File: config.mk
export PLATFORM = sky130hd
export DESIGN_NAME = multi_axis_linear_move_interpolator_core
export DESIGN_NICKNAME = d
export VERILOG_FILES = /design/src/design/mlmi_pkg.sv /design/src/design/mlmi_ser_mul.sv /design/src/design/mlmi_ser_div.sv /design/src/design/multi_axis_linear_move_interpolator_core.sv
export SDC_FILE = /design/constraint.sdc
export NUM_CORES = 1
export LEC_CHECK = 0
export BUFFER_PORTS_ARGS = -buffer_cell sky130_fd_sc_hd__buf_2
export CORE_MARGIN = 2
export CORE_UTILIZATION = 35
export CTS_CLUSTER_DIAMETER = 100
export DETAILED_ROUTE_END_ITERATION = 6
export PLACE_DENSITY = 0.58
export SYNTH_ARGS = -nofsm -noshare
export SYNTH_HDL_FRONTEND = slang
export SYNTH_SLANG_ARGS = --single-unit
File: constraint.sdc
create_clock -name clk -period 9.9 [get_ports clk]
set_input_delay 2.475 -clock clk [delete_from_list [all_inputs] [get_ports clk]]
set_output_delay 2.475 -clock clk [all_outputs]
set_load 0.02 [all_outputs]
File: src/design/mlmi_pkg.sv
// Shared types and constants for the multi-axis linear move interpolator.
// Used by the serial arithmetic units, the core and the port checker.
// Depends on nothing.
package mlmi_pkg;

  // Field widths fixed by the interface.
  localparam int AXIS_W      = 12;
  localparam int AXES_DEF    = 4;
  localparam int PORT_AXES   = 4;
  localparam int SPEED_W     = 8;
  localparam int PROD_W      = 2 * AXIS_W;
  localparam int IN_TDATA_W  = 64;
  localparam int IN_TUSER_W  = 2;
  localparam int OUT_TDATA_W = PORT_AXES * AXIS_W;
  localparam int PADDR_W     = 3;
  localparam int APB_DW      = 32;

  // Register index of the speed register (address bit 2 upward).
  localparam logic [PADDR_W-3:0] REG_SPEED = '0;

  // Command codes carried in the input tuser.
  typedef enum logic [IN_TUSER_W-1:0] {
    FN_SET   = 2'd0,
    FN_BEGIN = 2'd1,
    FN_TICK  = 2'd2
  } func_t;

  // Status of a serial arithmetic unit.
  typedef struct packed {
    logic busy;
    logic done;
  } unit_stat_t;

endpackage

File: src/design/mlmi_ser_mul.sv
// Bit-serial shift-add multiplier, one multiplier bit per cycle.
// Depends on mlmi_pkg for the status struct.
module mlmi_ser_mul #(
  parameter int AW = 12,
  parameter int BW = 12
) (
  input  logic                   clk,
  input  logic                   rst,
  input  logic                   start,
  input  logic [AW-1:0]          a,
  input  logic [BW-1:0]          b,
  output mlmi_pkg::unit_stat_t   stat,
  output logic [AW+BW-1:0]       prod
);
  import mlmi_pkg::*;

  localparam int CW = $clog2(BW + 1);

  logic [AW-1:0] a_reg;
  logic [AW-1:0] hi;
  logic [BW-1:0] lo;
  logic [CW-1:0] cnt;
  logic          done;
  logic [AW:0]   sum;

  // Add the multiplicand when the low bit of the shifting multiplier is set.
  assign sum = {1'b0, hi} + (lo[0] ? {1'b0, a_reg} : {(AW + 1){1'b0}});

  // Control: counts the remaining multiplier bits.
  always_ff @(posedge clk) begin
    if (rst) begin
      cnt  <= '0;
      done <= 1'b0;
    end else begin
      done <= 1'b0;
      if (start) begin
        cnt <= CW'(BW);
      end else if (cnt != '0) begin
        cnt <= cnt - 1'b1;
        if (cnt == CW'(1)) begin
          done <= 1'b1;
        end
      end
    end
  end

  // Datapath: product bits shift in from the top as multiplier bits leave.
  always_ff @(posedge clk) begin
    if (start) begin
      a_reg <= a;
      hi    <= '0;
      lo    <= b;
    end else if (cnt != '0) begin
      hi <= sum[AW:1];
      lo <= {sum[0], lo[BW-1:1]};
    end
  end

  assign stat.busy = (cnt != '0);
  assign stat.done = done;
  assign prod      = {hi, lo};

endmodule

File: src/design/mlmi_ser_div.sv
// Bit-serial restoring divider, one quotient bit per cycle.
// Depends on mlmi_pkg for the status struct.
module mlmi_ser_div #(
  parameter int NW = 24,
  parameter int DW = 12
) (
  input  logic                   clk,
  input  logic                   rst,
  input  logic                   start,
  input  logic [NW-1:0]          dividend,
  input  logic [DW-1:0]          divisor,
  output mlmi_pkg::unit_stat_t   stat,
  output logic [NW-1:0]          quo,
  output logic [DW-1:0]          rem
);
  import mlmi_pkg::*;

  localparam int CW = $clog2(NW + 1);

  logic [DW-1:0] dvs;
  logic [CW-1:0] cnt;
  logic          done;
  logic [DW:0]   trial;
  logic [DW:0]   diff;
  logic          ge;

  // Bring down the next dividend bit and try a subtraction.
  assign trial = {rem, quo[NW-1]};
  assign diff  = trial - {1'b0, dvs};
  assign ge    = ~diff[DW];

  // Control: counts the remaining quotient bits.
  always_ff @(posedge clk) begin
    if (rst) begin
      cnt  <= '0;
      done <= 1'b0;
    end else begin
      done <= 1'b0;
      if (start) begin
        cnt <= CW'(NW);
      end else if (cnt != '0) begin
        cnt <= cnt - 1'b1;
        if (cnt == CW'(1)) begin
          done <= 1'b1;
        end
      end
    end
  end

  // Datapath: the remainder stays below the divisor, so it fits DW bits.
  always_ff @(posedge clk) begin
    if (start) begin
      dvs <= divisor;
      rem <= '0;
      quo <= dividend;
    end else if (cnt != '0) begin
      rem <= ge ? diff[DW-1:0] : trial[DW-1:0];
      quo <= {quo[NW-2:0], ge};
    end
  end

  assign stat.busy = (cnt != '0);
  assign stat.done = done;

endmodule

File: src/design/multi_axis_linear_move_interpolator_core.sv
// Top level of the multi-axis linear move interpolator.
// Depends on mlmi_pkg, mlmi_ser_mul and mlmi_ser_div.
//
// Channel   Dir  Handshake                  Payload
// s_axis    in   tvalid/tready              tdata: targets, step_count; tuser: func
// m_axis    out  tvalid/tready              tdata: positions; tlast: last; tuser: busy
// apb       in   psel/penable/pwrite/pready speed register at byte address 0
//
// One word is in work at a time. Set, idle tick and unused codes go straight
// to the emit state and on to the output register. Begin scans every axis and
// takes the step count, or the speed divide (24-bit serial) when it is zero.
// A moving tick runs, per axis, a 12-bit serial multiply and a 24-bit serial
// divide through one shared pair of units.
// Reset is synchronous and clears positions, control and the output valid.
// A stalled output word holds while the next input word may already be taken.
module multi_axis_linear_move_interpolator_core #(
  parameter int AXES = mlmi_pkg::AXES_DEF
) (
  input  logic                               clk,
  input  logic                               rst,
  // tdata: target_base, target_body, target_neck, target_claw, step_count
  input  logic [mlmi_pkg::IN_TDATA_W-1:0]    s_axis_tdata,
  // tuser: func
  input  logic [mlmi_pkg::IN_TUSER_W-1:0]    s_axis_tuser,
  input  logic                               s_axis_tvalid,
  output logic                               s_axis_tready,
  // tdata: pos_base, pos_body, pos_neck, pos_claw
  output logic [mlmi_pkg::OUT_TDATA_W-1:0]   m_axis_tdata,
  // tuser: busy_res
  output logic                               m_axis_tuser,
  output logic                               m_axis_tlast,
  output logic                               m_axis_tvalid,
  input  logic                               m_axis_tready,
  input  logic                               psel,
  input  logic                               penable,
  input  logic                               pwrite,
  input  logic [mlmi_pkg::PADDR_W-1:0]       paddr,
  input  logic [mlmi_pkg::APB_DW-1:0]        pwdata,
  output logic [mlmi_pkg::APB_DW-1:0]        prdata,
  output logic                               pready
);
  import mlmi_pkg::*;

  localparam int AXW = (AXES > 1) ? $clog2(AXES) : 1;
  localparam logic [AXW-1:0] AX_LAST = AXW'(AXES - 1);

  typedef enum logic [9:0] {
    S_IDLE      = 10'b0000000001,
    S_SCAN      = 10'b0000000010,
    S_NDIV_GO   = 10'b0000000100,
    S_NDIV_WAIT = 10'b0000001000,
    S_MUL_GO    = 10'b0000010000,
    S_MUL_WAIT  = 10'b0000100000,
    S_DIV_GO    = 10'b0001000000,
    S_DIV_WAIT  = 10'b0010000000,
    S_UPD       = 10'b0100000000,
    S_EMIT      = 10'b1000000000
  } state_t;

  state_t state, state_next;

  logic [SPEED_W-1:0] speed;
  logic [AXIS_W-1:0]  pos    [AXES];
  logic [AXIS_W-1:0]  mstart [AXES];
  logic [AXIS_W-1:0]  mtarget[AXES];
  logic [AXIS_W-1:0]  in_tgt [AXES];
  logic [AXIS_W-1:0]  step_index;
  logic [AXIS_W-1:0]  total;
  logic               moving;
  logic [AXW-1:0]     ax;
  logic [AXIS_W-1:0]  maxd;
  logic [5*AXIS_W-1:0] in_word;
  logic               res_last;
  logic               res_busy;

  logic               s_acc;
  logic               out_free;
  func_t              func;

  // APB register access.
  logic               cfg_wr;
  assign pready = 1'b1;
  assign cfg_wr = psel & penable & pwrite & pready;
  assign prdata = (paddr[PADDR_W-1:2] == REG_SPEED) ?
                  {{(APB_DW - SPEED_W){1'b0}}, speed} : '0;

  always_ff @(posedge clk) begin
    if (rst) begin
      speed <= SPEED_W'(1);
    end else if (cfg_wr && (paddr[PADDR_W-1:2] == REG_SPEED)) begin
      speed <= pwdata[SPEED_W-1:0];
    end
  end

  // Axis targets from the latched input word; axes past the port take zero.
  for (genvar a = 0; a < AXES; a++) begin : g_tgt
    if (a < PORT_AXES) begin : g_port
      assign in_tgt[a] = in_word[a*AXIS_W +: AXIS_W];
    end else begin : g_zero
      assign in_tgt[a] = '0;
    end
  end

  // Output positions; port slots past the axis count read zero.
  logic [OUT_TDATA_W-1:0] pos_word;
  for (genvar a = 0; a < PORT_AXES; a++) begin : g_out
    if (a < AXES) begin : g_axis
      assign pos_word[a*AXIS_W +: AXIS_W] = pos[a];
    end else begin : g_none
      assign pos_word[a*AXIS_W +: AXIS_W] = '0;
    end
  end

  assign s_axis_tready = (state == S_IDLE);
  assign s_acc         = s_axis_tvalid & s_axis_tready;
  assign out_free      = ~m_axis_tvalid | m_axis_tready;
  assign func          = func_t'(s_axis_tuser);

  // Per-axis operands for the scan and the interpolation.
  logic [AXIS_W-1:0] cur_pos, cur_tgt, cur_st, cur_mt;
  logic [AXIS_W-1:0] scan_d, mag;
  logic              neg;
  assign cur_pos = pos[ax];
  assign cur_tgt = in_tgt[ax];
  assign cur_st  = mstart[ax];
  assign cur_mt  = mtarget[ax];
  assign scan_d  = (cur_tgt >= cur_pos) ? (cur_tgt - cur_pos) : (cur_pos - cur_tgt);
  assign neg     = (cur_mt < cur_st);
  assign mag     = neg ? (cur_st - cur_mt) : (cur_mt - cur_st);

  // Shared serial multiplier and divider.
  unit_stat_t         mul_stat, div_stat;
  logic               mul_start, div_start;
  logic [PROD_W-1:0]  prod;
  logic [PROD_W-1:0]  div_num;
  logic [AXIS_W-1:0]  div_den;
  logic [PROD_W-1:0]  quo;
  logic [AXIS_W-1:0]  rem;
  logic [SPEED_W-1:0] sp;

  assign sp        = (speed == '0) ? SPEED_W'(1) : speed;
  assign mul_start = (state == S_MUL_GO) && !mul_stat.busy;
  assign div_start = ((state == S_DIV_GO) || (state == S_NDIV_GO)) && !div_stat.busy;
  assign div_num   = (state == S_NDIV_GO) ? {{(PROD_W - AXIS_W){1'b0}}, maxd} : prod;
  assign div_den   = (state == S_NDIV_GO) ? {{(AXIS_W - SPEED_W){1'b0}}, sp} : total;

  mlmi_ser_mul #(.AW(AXIS_W), .BW(AXIS_W)) u_mul (
    .clk   (clk),
    .rst   (rst),
    .start (mul_start),
    .a     (mag),
    .b     (step_index),
    .stat  (mul_stat),
    .prod  (prod)
  );

  mlmi_ser_div #(.NW(PROD_W), .DW(AXIS_W)) u_div (
    .clk      (clk),
    .rst      (rst),
    .start    (div_start),
    .dividend (div_num),
    .divisor  (div_den),
    .stat     (div_stat),
    .quo      (quo),
    .rem      (rem)
  );

  // New axis position: floor division, so a negative delta rounds away from zero.
  logic [AXIS_W+1:0] up_sum, dn_dif;
  logic [AXIS_W-1:0] new_pos;
  logic              rnz;
  logic              tick_last;
  assign rnz     = (rem != '0);
  assign up_sum  = {2'b00, cur_st} + {2'b00, quo[AXIS_W-1:0]};
  assign dn_dif  = {2'b00, cur_st} - {2'b00, quo[AXIS_W-1:0]} - {{(AXIS_W + 1){1'b0}}, rnz};
  always_comb begin
    if (neg) begin
      new_pos = dn_dif[AXIS_W+1] ? '0 : dn_dif[AXIS_W-1:0];
    end else begin
      new_pos = (up_sum[AXIS_W+1:AXIS_W] != 2'b00) ? {AXIS_W{1'b1}} : up_sum[AXIS_W-1:0];
    end
  end
  assign tick_last = ({1'b0, step_index} + 1'b1) >= {1'b0, total};

  // Sequencer next state.
  always_comb begin
    state_next = state;
    unique case (state)
      S_IDLE: begin
        if (s_acc) begin
          unique case (func)
            FN_BEGIN: state_next = S_SCAN;
            FN_TICK:  state_next = moving ? S_MUL_GO : S_EMIT;
            default:  state_next = S_EMIT;
          endcase
        end
      end
      S_SCAN: begin
        if (ax == AX_LAST) begin
          state_next = (in_word[4*AXIS_W +: AXIS_W] != '0) ? S_EMIT : S_NDIV_GO;
        end
      end
      S_NDIV_GO:   if (div_start) state_next = S_NDIV_WAIT;
      S_NDIV_WAIT: if (div_stat.done) state_next = S_EMIT;
      S_MUL_GO:    if (mul_start) state_next = S_MUL_WAIT;
      S_MUL_WAIT:  if (mul_stat.done) state_next = S_DIV_GO;
      S_DIV_GO:    if (div_start) state_next = S_DIV_WAIT;
      S_DIV_WAIT:  if (div_stat.done) state_next = S_UPD;
      S_UPD:       state_next = (ax == AX_LAST) ? S_EMIT : S_MUL_GO;
      S_EMIT:      if (out_free) state_next = S_IDLE;
      default:     state_next = S_IDLE;
    endcase
  end

  // Control state, positions and move bookkeeping.
  always_ff @(posedge clk) begin
    if (rst) begin
      state      <= S_IDLE;
      moving     <= 1'b0;
      step_index <= '0;
      total      <= AXIS_W'(1);
      for (int a = 0; a < AXES; a++) begin
        pos[a] <= '0;
      end
    end else begin
      state <= state_next;
      if (s_acc && (func == FN_SET)) begin
        for (int a = 0; a < AXES; a++) begin
          if (a < PORT_AXES) begin
            pos[a] <= s_axis_tdata[a*AXIS_W +: AXIS_W];
          end else begin
            pos[a] <= '0;
          end
        end
        moving <= 1'b0;
      end
      // Begin: fix the increment count once the scan is through.
      if ((state == S_SCAN) && (ax == AX_LAST)) begin
        step_index <= '0;
        moving     <= 1'b1;
        if (in_word[4*AXIS_W +: AXIS_W] != '0) begin
          total <= in_word[4*AXIS_W +: AXIS_W];
        end
      end
      if ((state == S_NDIV_WAIT) && div_stat.done) begin
        total <= (quo == '0) ? AXIS_W'(1) : quo[AXIS_W-1:0];
      end
      // Tick: update one axis, then close the increment after the last axis.
      if (state == S_UPD) begin
        pos[ax] <= new_pos;
        if (ax == AX_LAST) begin
          step_index <= step_index + 1'b1;
          if (tick_last) begin
            moving <= 1'b0;
          end
        end
      end
    end
  end

  // Payload registers: latched command, move endpoints, scan and result flags.
  always_ff @(posedge clk) begin
    if (s_acc) begin
      in_word  <= s_axis_tdata[5*AXIS_W-1:0];
      ax       <= '0;
      maxd     <= '0;
      res_last <= 1'b0;
      res_busy <= (func == FN_BEGIN) ||
                  ((func != FN_SET) && (func != FN_TICK) && moving);
    end
    if (state == S_SCAN) begin
      mstart[ax]  <= cur_pos;
      mtarget[ax] <= cur_tgt;
      if (scan_d > maxd) begin
        maxd <= scan_d;
      end
      if (ax != AX_LAST) begin
        ax <= ax + 1'b1;
      end
    end
    if (state == S_UPD) begin
      if (ax != AX_LAST) begin
        ax <= ax + 1'b1;
      end else begin
        res_last <= tick_last;
        res_busy <= ~tick_last;
      end
    end
  end

  // Output register; it frees as the downstream side takes the word.
  always_ff @(posedge clk) begin
    if (rst) begin
      m_axis_tvalid <= 1'b0;
    end else if ((state == S_EMIT) && out_free) begin
      m_axis_tvalid <= 1'b1;
    end else if (m_axis_tready) begin
      m_axis_tvalid <= 1'b0;
    end
  end

  always_ff @(posedge clk) begin
    if ((state == S_EMIT) && out_free) begin
      m_axis_tdata <= pos_word;
      m_axis_tlast <= res_last;
      m_axis_tuser <= res_busy;
    end
  end

endmodule

==> impl_metrics.env, run 1 <==
export IMPL_synth_edf_count=314
export IMPL_synthToLayoutAreaGrowth_pct=13.5
export IMPL_path_max_fanout=29
export IMPL_ctsResizeCount=0
export IMPL_synth_seq_cells=409
export IMPL_numClockSinks=409
export IMPL_place_port_buffers=137
export IMPL_path_clk_slew_ps=60
export IMPL_largest_reg_flops=60
export IMPL_slew_viol_final=0
export IMPL_fin_crit_ps=6840
export IMPL_grt_pass1_vias=14779
export IMPL_synthFlopType="edfxtp_1"
export IMPL_ctsRootBufferMaster="clkbuf_16"
export IMPL_async_flop_share_pct=0
export IMPL_fin_total_pwr_mw=6.68
export IMPL_fin_worst_skew_ps=34.4
export IMPL_netlist_instances=1883
export IMPL_yosys_warnings=0
export IMPL_nNetsFinal=2255
export IMPL_power_density_mw_per_mm2=274
export IMPL_grt_ovfl_total=0
export IMPL_yosysTopAreaCellShare_pct=43.8
export IMPL_io_pins=193
export IMPL_startpoint_type="flop"
export IMPL_grt_max_degree=70
export IMPL_grt_pass1_wl_mm=87.8
export IMPL_routedWlPerCell_microns=20.4
export IMPL_leakage_nw=9.31
export IMPL_hold_viol_final=0
export IMPL_gp_congestion=0.887
export IMPL_clock_path_buffers=3
export IMPL_antenna_found_initial=1
export IMPL_initial_core_util_pct=35.5
export IMPL_clock_latency_ps=580
export IMPL_firstDrtPassIters=7
export IMPL_setup_viol_count_final=0
export IMPL_postCtsSetupBuffers=0
export IMPL_mostFrequentLayoutCells="edfxtp_1, nand2_1, buf_2, nor2_1, ha_1"
export IMPL_cts_inserted_buffers=44
export IMPL_drc_errors=0
export IMPL_fmax_ghz=0.146
export IMPL_yosysUniqueCellTypes=75
export IMPL_drv_cap=0
export IMPL_outcome="complete, no violations"
export IMPL_crit_chain="buf_4, mux4_2, ha_1, a21oi_1, o21ai_0, or3b_1, o21ai_2, mux2_2, o211ai_1, a221oi_2, xnor2_1, ha_1, nand4_1, nor3_1, a2111oi_0, or3_1, mux2_2"
export IMPL_viasPerCell=5.36
export IMPL_yosysTopAreaCell="edfxtp_1"
export IMPL_cts_tree="built"
export IMPL_finalCritPeriodShare_pct=69.1
export IMPL_path_class="flop to flop"
export IMPL_synth_area_leaders="edfxtp_1, dfxtp_1, ha_1"
export IMPL_diodes=0
export IMPL_netlist_area_sq_mm=0.0215
export IMPL_postCtsHoldBufs=0
export IMPL_syn_area_per_cell_sq_um=11.4
export IMPL_dieArea_sq_mm=0.0635
export IMPL_dpl_hpwl_mm=42.6
export IMPL_final_layout_size_suffix_gt1_share_pct=16.0
export IMPL_rsz0062_at_grt="false"
export IMPL_grt_use_total_pct=18.0
export IMPL_critPathArrivalTime_ps=7280
export IMPL_critical_path_required_ps=10340
export IMPL_h_tree_depth=2
export IMPL_dieHeight_microns=252
export IMPL_cp_end_kind="flop"
export IMPL_wirelength_mm=57.5
export IMPL_regMostFlops="in_word"
export IMPL_cpPeakStageDelay_ps=720
export IMPL_coreArea_sq_mm=0.0606
export IMPL_worst_slew_margin_rel_pct=20.2
export IMPL_vdd_drop_max_mv=0.125
export IMPL_vias=15133
export IMPL_setup_tns_ps=0
export IMPL_tightest_slew_ps=1190
export IMPL_rows=90
export IMPL_crit_slowest_cell="mux4_2"
export IMPL_num_fill_cells=5752
export IMPL_final_common_cell="edfxtp_1"
export IMPL_hold_class="flop to flop"
export IMPL_seq_area_frac_synth_pct=52.7
export IMPL_chipWidth_microns=252
export IMPL_initialDrtViolationCount=1112
export IMPL_antenna_left=0
-- synth_stat cells (8+ instances only) --
cell / instances
mux2i_1: 24
o21a_1: 13
buf_4: 25
buf_1: 14
inv_1: 131
mux2_2: 26
and2_1: 27
edfxtp_1: 314
o21ai_0: 91
a22o_1: 9
nor3_1: 18
a21o_1: 28
mux4_2: 48
ha_1: 132
nand3_1: 51
a31oi_1: 23
nor4_1: 15
or3_1: 9
fa_1: 8
o31ai_1: 9
dfxtp_1: 95
and3_1: 11
xor2_1: 25
clkbuf_1: 49
a21oi_1: 90
nand2b_1: 17
a211oi_1: 19
nand4_1: 12
o21ai_1: 9
nand2_1: 198
nor2b_1: 32
o221ai_1: 41
xnor2_1: 44
nor2_1: 135
-- worst max-delay path: cells and delay by family (launching register included) --
kind            cells  cell delay, ps
simple gates        4            1050
xor+xnor            1             210
mux                 3            1550
buf+inv             1             610
flops               1             660
fa+ha+maj           2             700
compound gates      6            1880
-- worst paths after layout --
| path | startpoint | slack [ps] | depth (start not counted) | endpoint |
|---|---|---|---|---|
| worst max register to register | ax[0] | 3060 | 17 | maxd[1] |
| worst min register to register | pos[1][8] | 440 | 0 | m_axis_tdata[20] |
| worst max-delay path | ax[0] | 3060 | 17 | maxd[1] |
| worst min-delay path | pos[1][8] | 440 | 0 | m_axis_tdata[20] |
-- where the power goes --
part	internal, mW	switching [mW]	total (mW)	leakage (nW)
clock network	1.01	0.707	1.72	0.723
registers	2.21	0.205	2.42	3.75
logic	0.961	1.59	2.55	4.84
-- kinds of logic after synthesis --
group,Yosys count,synth area share [%]
adders and majority gates,140,8.42
AOI/OAI and AO/OA,377,11.5
other,2,0.0349
muxes,98,7.50
buffers and inverters,228,4.52
DFF,409,52.7
xor gates and xnor gates,69,2.81
and+or+nand+nor,560,12.5
-- per-layer routing --
layer,track usage (%),vias up,routed length (microns)
li1,-,7096,-
met1,25.0,7478,26200
met2,29.2,472,26800
met3,2.67,85,3240
met4,5.09,2,1290
met5,0,-,13
-- final cells by class --
class | count | area (sq um) | share of cell area, %
clock inverter | 28 | 365 | 1.50
clock buffer | 51 | 1130 | 4.62
tap | 782 | 978 | 4.01
inverter | 132 | 495 | 2.03
multi-input combinational | 1269 | 9320 | 38.2
sequential | 409 | 11300 | 46.4
timing repair buffer | 151 | 791 | 3.24
-- through the flow --
stage | std cells | setup slack, ps | util (%) | hold WS, ps | instance area, sq um
after floorplan | 1906 | 4140 | - | 409 | 21600
after global placement | 2743 | 3070 | 37.8 | 428 | 22900
after detailed placement | 2743 | 3040 | 37.8 | 430 | 22900
after CTS | 2822 | 3010 | 40.3 | 444 | 24400
after global routing | 2822 | 2510 | 40.3 | 456 | 24400
final | 2822 | 3060 | 40.3 | 443 | 24400
Note: power is estimated with default switching activity, not from simulation.
==> inputs of run 2 (changes only) <==
- PLACE_DENSITY: 0.58 -> 0.6
- clock period: 9.9 -> 5.7 ns (I/O delays scaled with it)
==> run 2 against run 1 <==
  * Clock power rose by 66%
  * Global-route usage increased by 0.20 points
  * Combinational power grew 80%
  * Clock skew fell by 3.9 ps
  * Clock-buffer cell count is 7 higher
  * Critical path type unchanged
==> impl_metrics.env, run 2 (synthesis results as in run 1) <==
export IMPL_post_place_ws_ps=118
export IMPL_crit_chain="buf_4, mux4_2, ha_1, a21o_1, a21oi_1, or3b_1, o21ai_4, buf_4, mux2i_1, buf_4, nand2_1, o2bb2ai_1, xnor2_1, ha_1, a21o_1, a21o_1, a2111oi_2, or3_4, mux2_2"
export IMPL_cts_inserted_buffers=44
export IMPL_fmax_ghz=0.183
export IMPL_cp_depth=19
export IMPL_coreArea_sq_mm=0.0606
export IMPL_drc_errors=0
export IMPL_final_layout_size_suffix_gt1_share_pct=17.1
export IMPL_critical_path_buf_inv_count=3
export IMPL_power_density_mw_per_mm2=473
export IMPL_hold_class="flop to flop"
export IMPL_nNetsFinal=2283
export IMPL_gp_congestion=0.983
export IMPL_tightest_slew_ps=1190
export IMPL_clock_path_buffers=3
export IMPL_cp_end_kind="flop"
export IMPL_leakage_nw=9.45
export IMPL_antenna_found_initial=1
export IMPL_vdd_drop_max_mv=0.238
export IMPL_path_clk_slew_ps=70
export IMPL_rsz0062_at_grt="false"
export IMPL_largest_reg_flops=60
export IMPL_crit_slowest_cell="mux4_2"
export IMPL_antenna_left=0
export IMPL_path_delay_family="compound AO/OA/AOI/OAI gates"
export IMPL_regMostFlops="in_word"
export IMPL_grt_max_degree=68
export IMPL_cpPeakStageDelay_ps=610
export IMPL_ctsRootBufferMaster="clkbuf_16"
export IMPL_critical_path_required_ps=6150
export IMPL_critPathArrivalTime_ps=5920
export IMPL_grt_pass1_vias=15000
export IMPL_fin_crit_ps=5470
export IMPL_routedWlPerCell_microns=20.4
export IMPL_mostFrequentLayoutCells="edfxtp_1, nand2_1, buf_2, nor2_1, ha_1"
export IMPL_hold_viol_final=0
export IMPL_viasPerCell=5.37
export IMPL_final_common_cell="edfxtp_1"
export IMPL_diodes=0
export IMPL_num_fill_cells=5715
export IMPL_utilization_pct=40.6
export IMPL_stdcell_area_sq_mm=0.0246
export IMPL_dpl_hpwl_mm=43.4
export IMPL_io_pins=193
export IMPL_fin_ws_ps=233
export IMPL_postCtsHoldBufs=0
export IMPL_setup_tns_ps=0
export IMPL_startpoint_type="flop"
export IMPL_path_class="flop to flop"
export IMPL_slew_viol_final=0
export IMPL_wirelength_mm=58.2
export IMPL_dieHeight_microns=252
export IMPL_outcome="complete, no violations"
export IMPL_firstDrtPassIters=5
export IMPL_placed_area_sq_mm=0.0231
export IMPL_path_max_fanout=8
export IMPL_chipWidth_microns=252
export IMPL_setup_viol_count_final=0
export IMPL_grt_ovfl_total=0
export IMPL_clock_latency_ps=590
export IMPL_initialDrtViolationCount=1385
export IMPL_initial_core_util_pct=35.5
export IMPL_grt_pass1_wl_mm=88.6
export IMPL_fin_worst_skew_ps=30.5
export IMPL_dieArea_sq_mm=0.0635
export IMPL_numClockSinks=409
export IMPL_h_tree_depth=2
export IMPL_reg2reg_depth=19
export IMPL_grt_use_total_pct=18.2
export IMPL_finalCritPeriodShare_pct=95.9
export IMPL_rows=90
export IMPL_synthToLayoutAreaGrowth_pct=14.5
export IMPL_vias=15326
export IMPL_drv_cap=0
export IMPL_cts_tree="built"
export IMPL_place_port_buffers=137
export IMPL_hold_path_depth=0
export IMPL_worst_slew_margin_rel_pct=20.6
==> run 2: cell count changes in the layout (fill, tap and decap cells not counted), sizes merged <==
cell      change
buf          +28
clkbuf        +7
bufinv        -3
clkinvlp      -2
clkinv        +1
inv           -1
==> run 2: worst paths after layout <==
kind | startpoint | endpoint | slack (ps)
worst min-delay path | pos[0][4] | m_axis_tdata[4] | 460
worst max-delay path | ax[0] | maxd[8] | 230
worst min register to register | pos[0][4] | m_axis_tdata[4] | 460
worst max register to register | ax[0] | maxd[8] | 230
==> run 2: metrics by stage <==
step | power, mW | hold WS, ps | cells
after floorplan | 7.41 | 409 | 1906
final | 11.6 | 456 | 2852
after detailed placement | 8.74 | 434 | 2770
after CTS | 11.6 | 459 | 2851
after global placement | 8.63 | 434 | 2770
after global routing | 12.4 | 463 | 2852
==> run 2: where the power goes <==
part	internal, mW	switching, mW	total (mW)
Sequential	3.84	0.346	4.19
Clock	1.65	1.21	2.86
Combinational	1.77	2.83	4.60
Total	7.27	4.38	11.6
==> run 2: timing repair <==
action | in CTS | in global routing
buffers inserted | 0 | 1
endpoints found under the setup margin | 0 | 12
gates resized for setup | 0 | 6
==> run 2: cell type report <==
cell class	count	area (sq um)	area share [%]
Clock buffer	58	1170	4.77
Clock inverter	23	268	1.09
Inverter	132	495	2.01
Multi-Input combinational cell	1269	9350	38.0
Sequential cell	409	11300	46.0
Tap cell	782	978	3.97
Timing Repair Buffer	179	1030	4.17
==> run 2: per-layer routing <==
layer	share of wire (%)	GRT usage, %	up-vias	wire length, microns
met5	0	0	-	0
met4	3.3	6.41	0	1920
met3	7.2	3.19	111	4220
met2	46	29.7	575	26800
met1	43	24.3	7492	25300
li1	-	-	7148	-
==> inputs of run 3 (changes only) <==
- CELL_PAD_IN_SITES_DETAIL_PLACEMENT: default -> 1
- CELL_PAD_IN_SITES_GLOBAL_PLACEMENT: default -> 2
- MAX_ROUTING_LAYER: default -> met4
- PLACE_DENSITY: 0.6 -> 0.8
- clock period: 5.7 -> 4.45 ns (I/O delays scaled with it)
==> run 3 against run 2 <==
  * The flow now finishes with violations (setup timing)
  * Final cell count rose by 8.4%
  * Clock-buffer cell count fell by 3
  * Worst setup slack got worse by 830 ps
  * Global-route usage rose by 5.0 points
  * Sequential share of layout area fell by 4.5 points
  * Critical path depth did not move
  * Sequential power rose by 28%
  * Combinational power rose by 82%
  * Cell area rose by 11%
  * Fmax rose by 8.3%
  * Core utilization rose by 4.4 points
  * Worst hold slack got worse by 9.1 ps
  * Largest cell class unchanged
==> impl_metrics.env, run 3 (synthesis results as in run 1) <==
export IMPL_vdd_drop_max_mv=0.428
export IMPL_startpoint_type="flop"
export IMPL_place_inst=2972
export IMPL_r2r_end="maxd[5]"
export IMPL_path_delay_family="compound AO/OA/AOI/OAI gates"
export IMPL_largest_reg_flops=60
export IMPL_rows=90
export IMPL_ctsRootBufferMaster="clkbuf_16"
export IMPL_drv_cap=0
export IMPL_placed_area_sq_mm=0.0247
export IMPL_viasPerCell=5.39
export IMPL_crit_slowest_cell="mux4_2"
export IMPL_hold_path_depth=0
export IMPL_grt_max_degree=50
export IMPL_vias=16651
export IMPL_r2r_slack_ps=-600
export IMPL_reg2reg_depth=19
export IMPL_setup_viol_count_final=56
export IMPL_drc_errors=0
export IMPL_fin_worst_skew_ps=42.0
export IMPL_regMostFlops="in_word"
export IMPL_path_clk_slew_ps=80
export IMPL_firstDrtPassIters=4
export IMPL_grt_use_met1_pct=26.9
export IMPL_rsz0062_at_grt="true"
export IMPL_synthToLayoutAreaGrowth_pct=26.9
export IMPL_antenna_found_initial=0
export IMPL_path_class="flop to flop"
export IMPL_outcome="finished with violations"
export IMPL_final_layout_size_suffix_gt1_share_pct=30.4
export IMPL_busiest_layer="met2"
export IMPL_crit_chain="buf_8, mux4_2, inv_2, ha_4, a21o_1, a21oi_2, or3b_4, o21ai_4, mux2_4, o211ai_1, buf_4, a221oi_4, xnor2_2, ha_1, buf_4, a21o_1, a2111oi_4, or3_4, mux2_4"
export IMPL_stdcell_area_sq_mm=0.0273
export IMPL_cts_inserted_buffers=45
export IMPL_h_tree_depth=2
export IMPL_numClockSinks=409
export IMPL_worst_slew_margin_rel_pct=19.2
export IMPL_hold_path_startpoint="res_busy"
export IMPL_initialDrtViolationCount=861
export IMPL_dpl_hpwl_mm=53.3
export IMPL_power_density_mw_per_mm2=642
export IMPL_fin_cells=3091
export IMPL_finalCritPeriodShare_pct=113
export IMPL_grt_use_total_pct=23.2
export IMPL_final_common_cell="edfxtp_1"
export IMPL_clock_latency_ps=610
export IMPL_initial_core_util_pct=35.5
export IMPL_grtUsageMet3_pct=2.40
export IMPL_cp_end_kind="flop"
export IMPL_routedWlPerCell_microns=23.4
export IMPL_fin_ws_ps=-598
export IMPL_fin_crit_ps=5050
export IMPL_slew_viol_final=0
export IMPL_postCtsHoldBufs=0
export IMPL_rr_startpoint="ax[0]"
export IMPL_fmax_ghz=0.198
export IMPL_cts_tree="built"
export IMPL_chipWidth_microns=252
export IMPL_wirelength_mm=72.2
export IMPL_critPathArrivalTime_ps=5520
export IMPL_worst_hold_slack_ps=447
export IMPL_setup_tns_ps=-12820
export IMPL_hold_viol_final=0
export IMPL_mostFrequentLayoutCells="edfxtp_1, buf_4, nand2_1, buf_2, nor2_1"
export IMPL_clock_path_buffers=3
export IMPL_leakage_nw=10.8
export IMPL_critical_path_buf_inv_count=4
export IMPL_grt_pass1_vias=17855
export IMPL_coreArea_sq_mm=0.0606
export IMPL_hold_class="flop to flop"
export IMPL_failed_checks="setup timing"
export IMPL_place_port_buffers=137
export IMPL_grt_pass1_wl_mm=109
export IMPL_grt_ovfl_total=0
export IMPL_antenna_left=0
export IMPL_dieHeight_microns=252
export IMPL_cpPeakStageDelay_ps=540
export IMPL_critical_path_required_ps=4920
export IMPL_diodes=0
export IMPL_nNetsFinal=2521
export IMPL_grt_met2_usage_pct=41.5
export IMPL_hold_end="m_axis_tuser"
export IMPL_dieArea_sq_mm=0.0635
export IMPL_path_max_fanout=6
export IMPL_io_pins=193
export IMPL_tightest_slew_ps=1210
export IMPL_gp_congestion=0.934
export IMPL_num_fill_cells=6547
## run 3: cell count changes in the layout (fill, tap and decap cells not counted), moves of 9 or more
cell,change
buf_4,+219
a21oi_1,-12
o21ai_2,+11
ha_1,-9
a21oi_2,+11
o21ai_0,-17
o221ai_1,-36
o221ai_2,+34
## run 3: per-stage QoR
stage          power (mW)  setup slack [ps]  utilization (%)
3_3_place_gp         12.4              -679             40.8
3_5_place_dp         12.7              -762             40.8
2_1_floorplan        9.61              -471                -
5_1_grt              18.5              -753             45.0
6_report             17.5              -598             45.0
4_1_cts              17.2              -504             44.6
## run 3: layout make-up
| class | instances | area, sq um | area share [%] |
|---|---|---|---|
| Tap cell | 782 | 978 | 3.59 |
| Clock buffer | 55 | 1180 | 4.34 |
| Sequential cell | 409 | 11300 | 41.5 |
| Clock inverter | 28 | 292 | 1.07 |
| Timing Repair Buffer | 411 | 2870 | 10.5 |
| Multi-Input combinational cell | 1274 | 10100 | 37.2 |
| Inverter | 132 | 495 | 1.82 |
## run 3: worst register-to-register path, stage by stage, from the launching register on
cell and delay [ps]:
dfxtp_4 410, buf_8 140, mux4_2 540, inv_2 100
ha_4 210, a21o_1 160, a21oi_2 160, or3b_4 410
o21ai_4 300, mux2_4 340, o211ai_1 170, buf_4 160
a221oi_4 60, xnor2_2 240, ha_1 290, buf_4 140
a21o_1 200, a2111oi_4 310, or3_4 250, mux2_4 310
## run 3: worst max-delay path by stage
stage,startpoint,cells after the start,to
2_1_floorplan,ax[0],20,maxd[8]
3_3_place_gp,ax[0],17,maxd[10]
3_5_place_dp,ax[0],17,maxd[10]
4_1_cts,ax[0],20,maxd[4]
5_1_grt,ax[0],19,maxd[11]
6_report,ax[0],19,maxd[5]
## run 3: power by group
group	leakage, nW	total (mW)	switching, mW	internal, mW
Clock	0.701	3.74	1.64	2.10
Sequential	3.75	5.38	0.460	4.92
Combinational	6.33	8.39	4.80	3.59
## run 3: repair_timing
item	in CTS	in global routing
setup buffers	19	13
pin swaps	45	37
resized for setup	99	52
gates cloned	7	0
endpoints found under the setup margin	64	63
## run 3: metal layers
layer	wire length, microns	vias up	part of all wire [%]
met1	28900	8353	40
li1	-	7630	-
met5	0	-	0
met3	2980	162	4.1
met2	37200	506	52
met4	3090	0	4.3
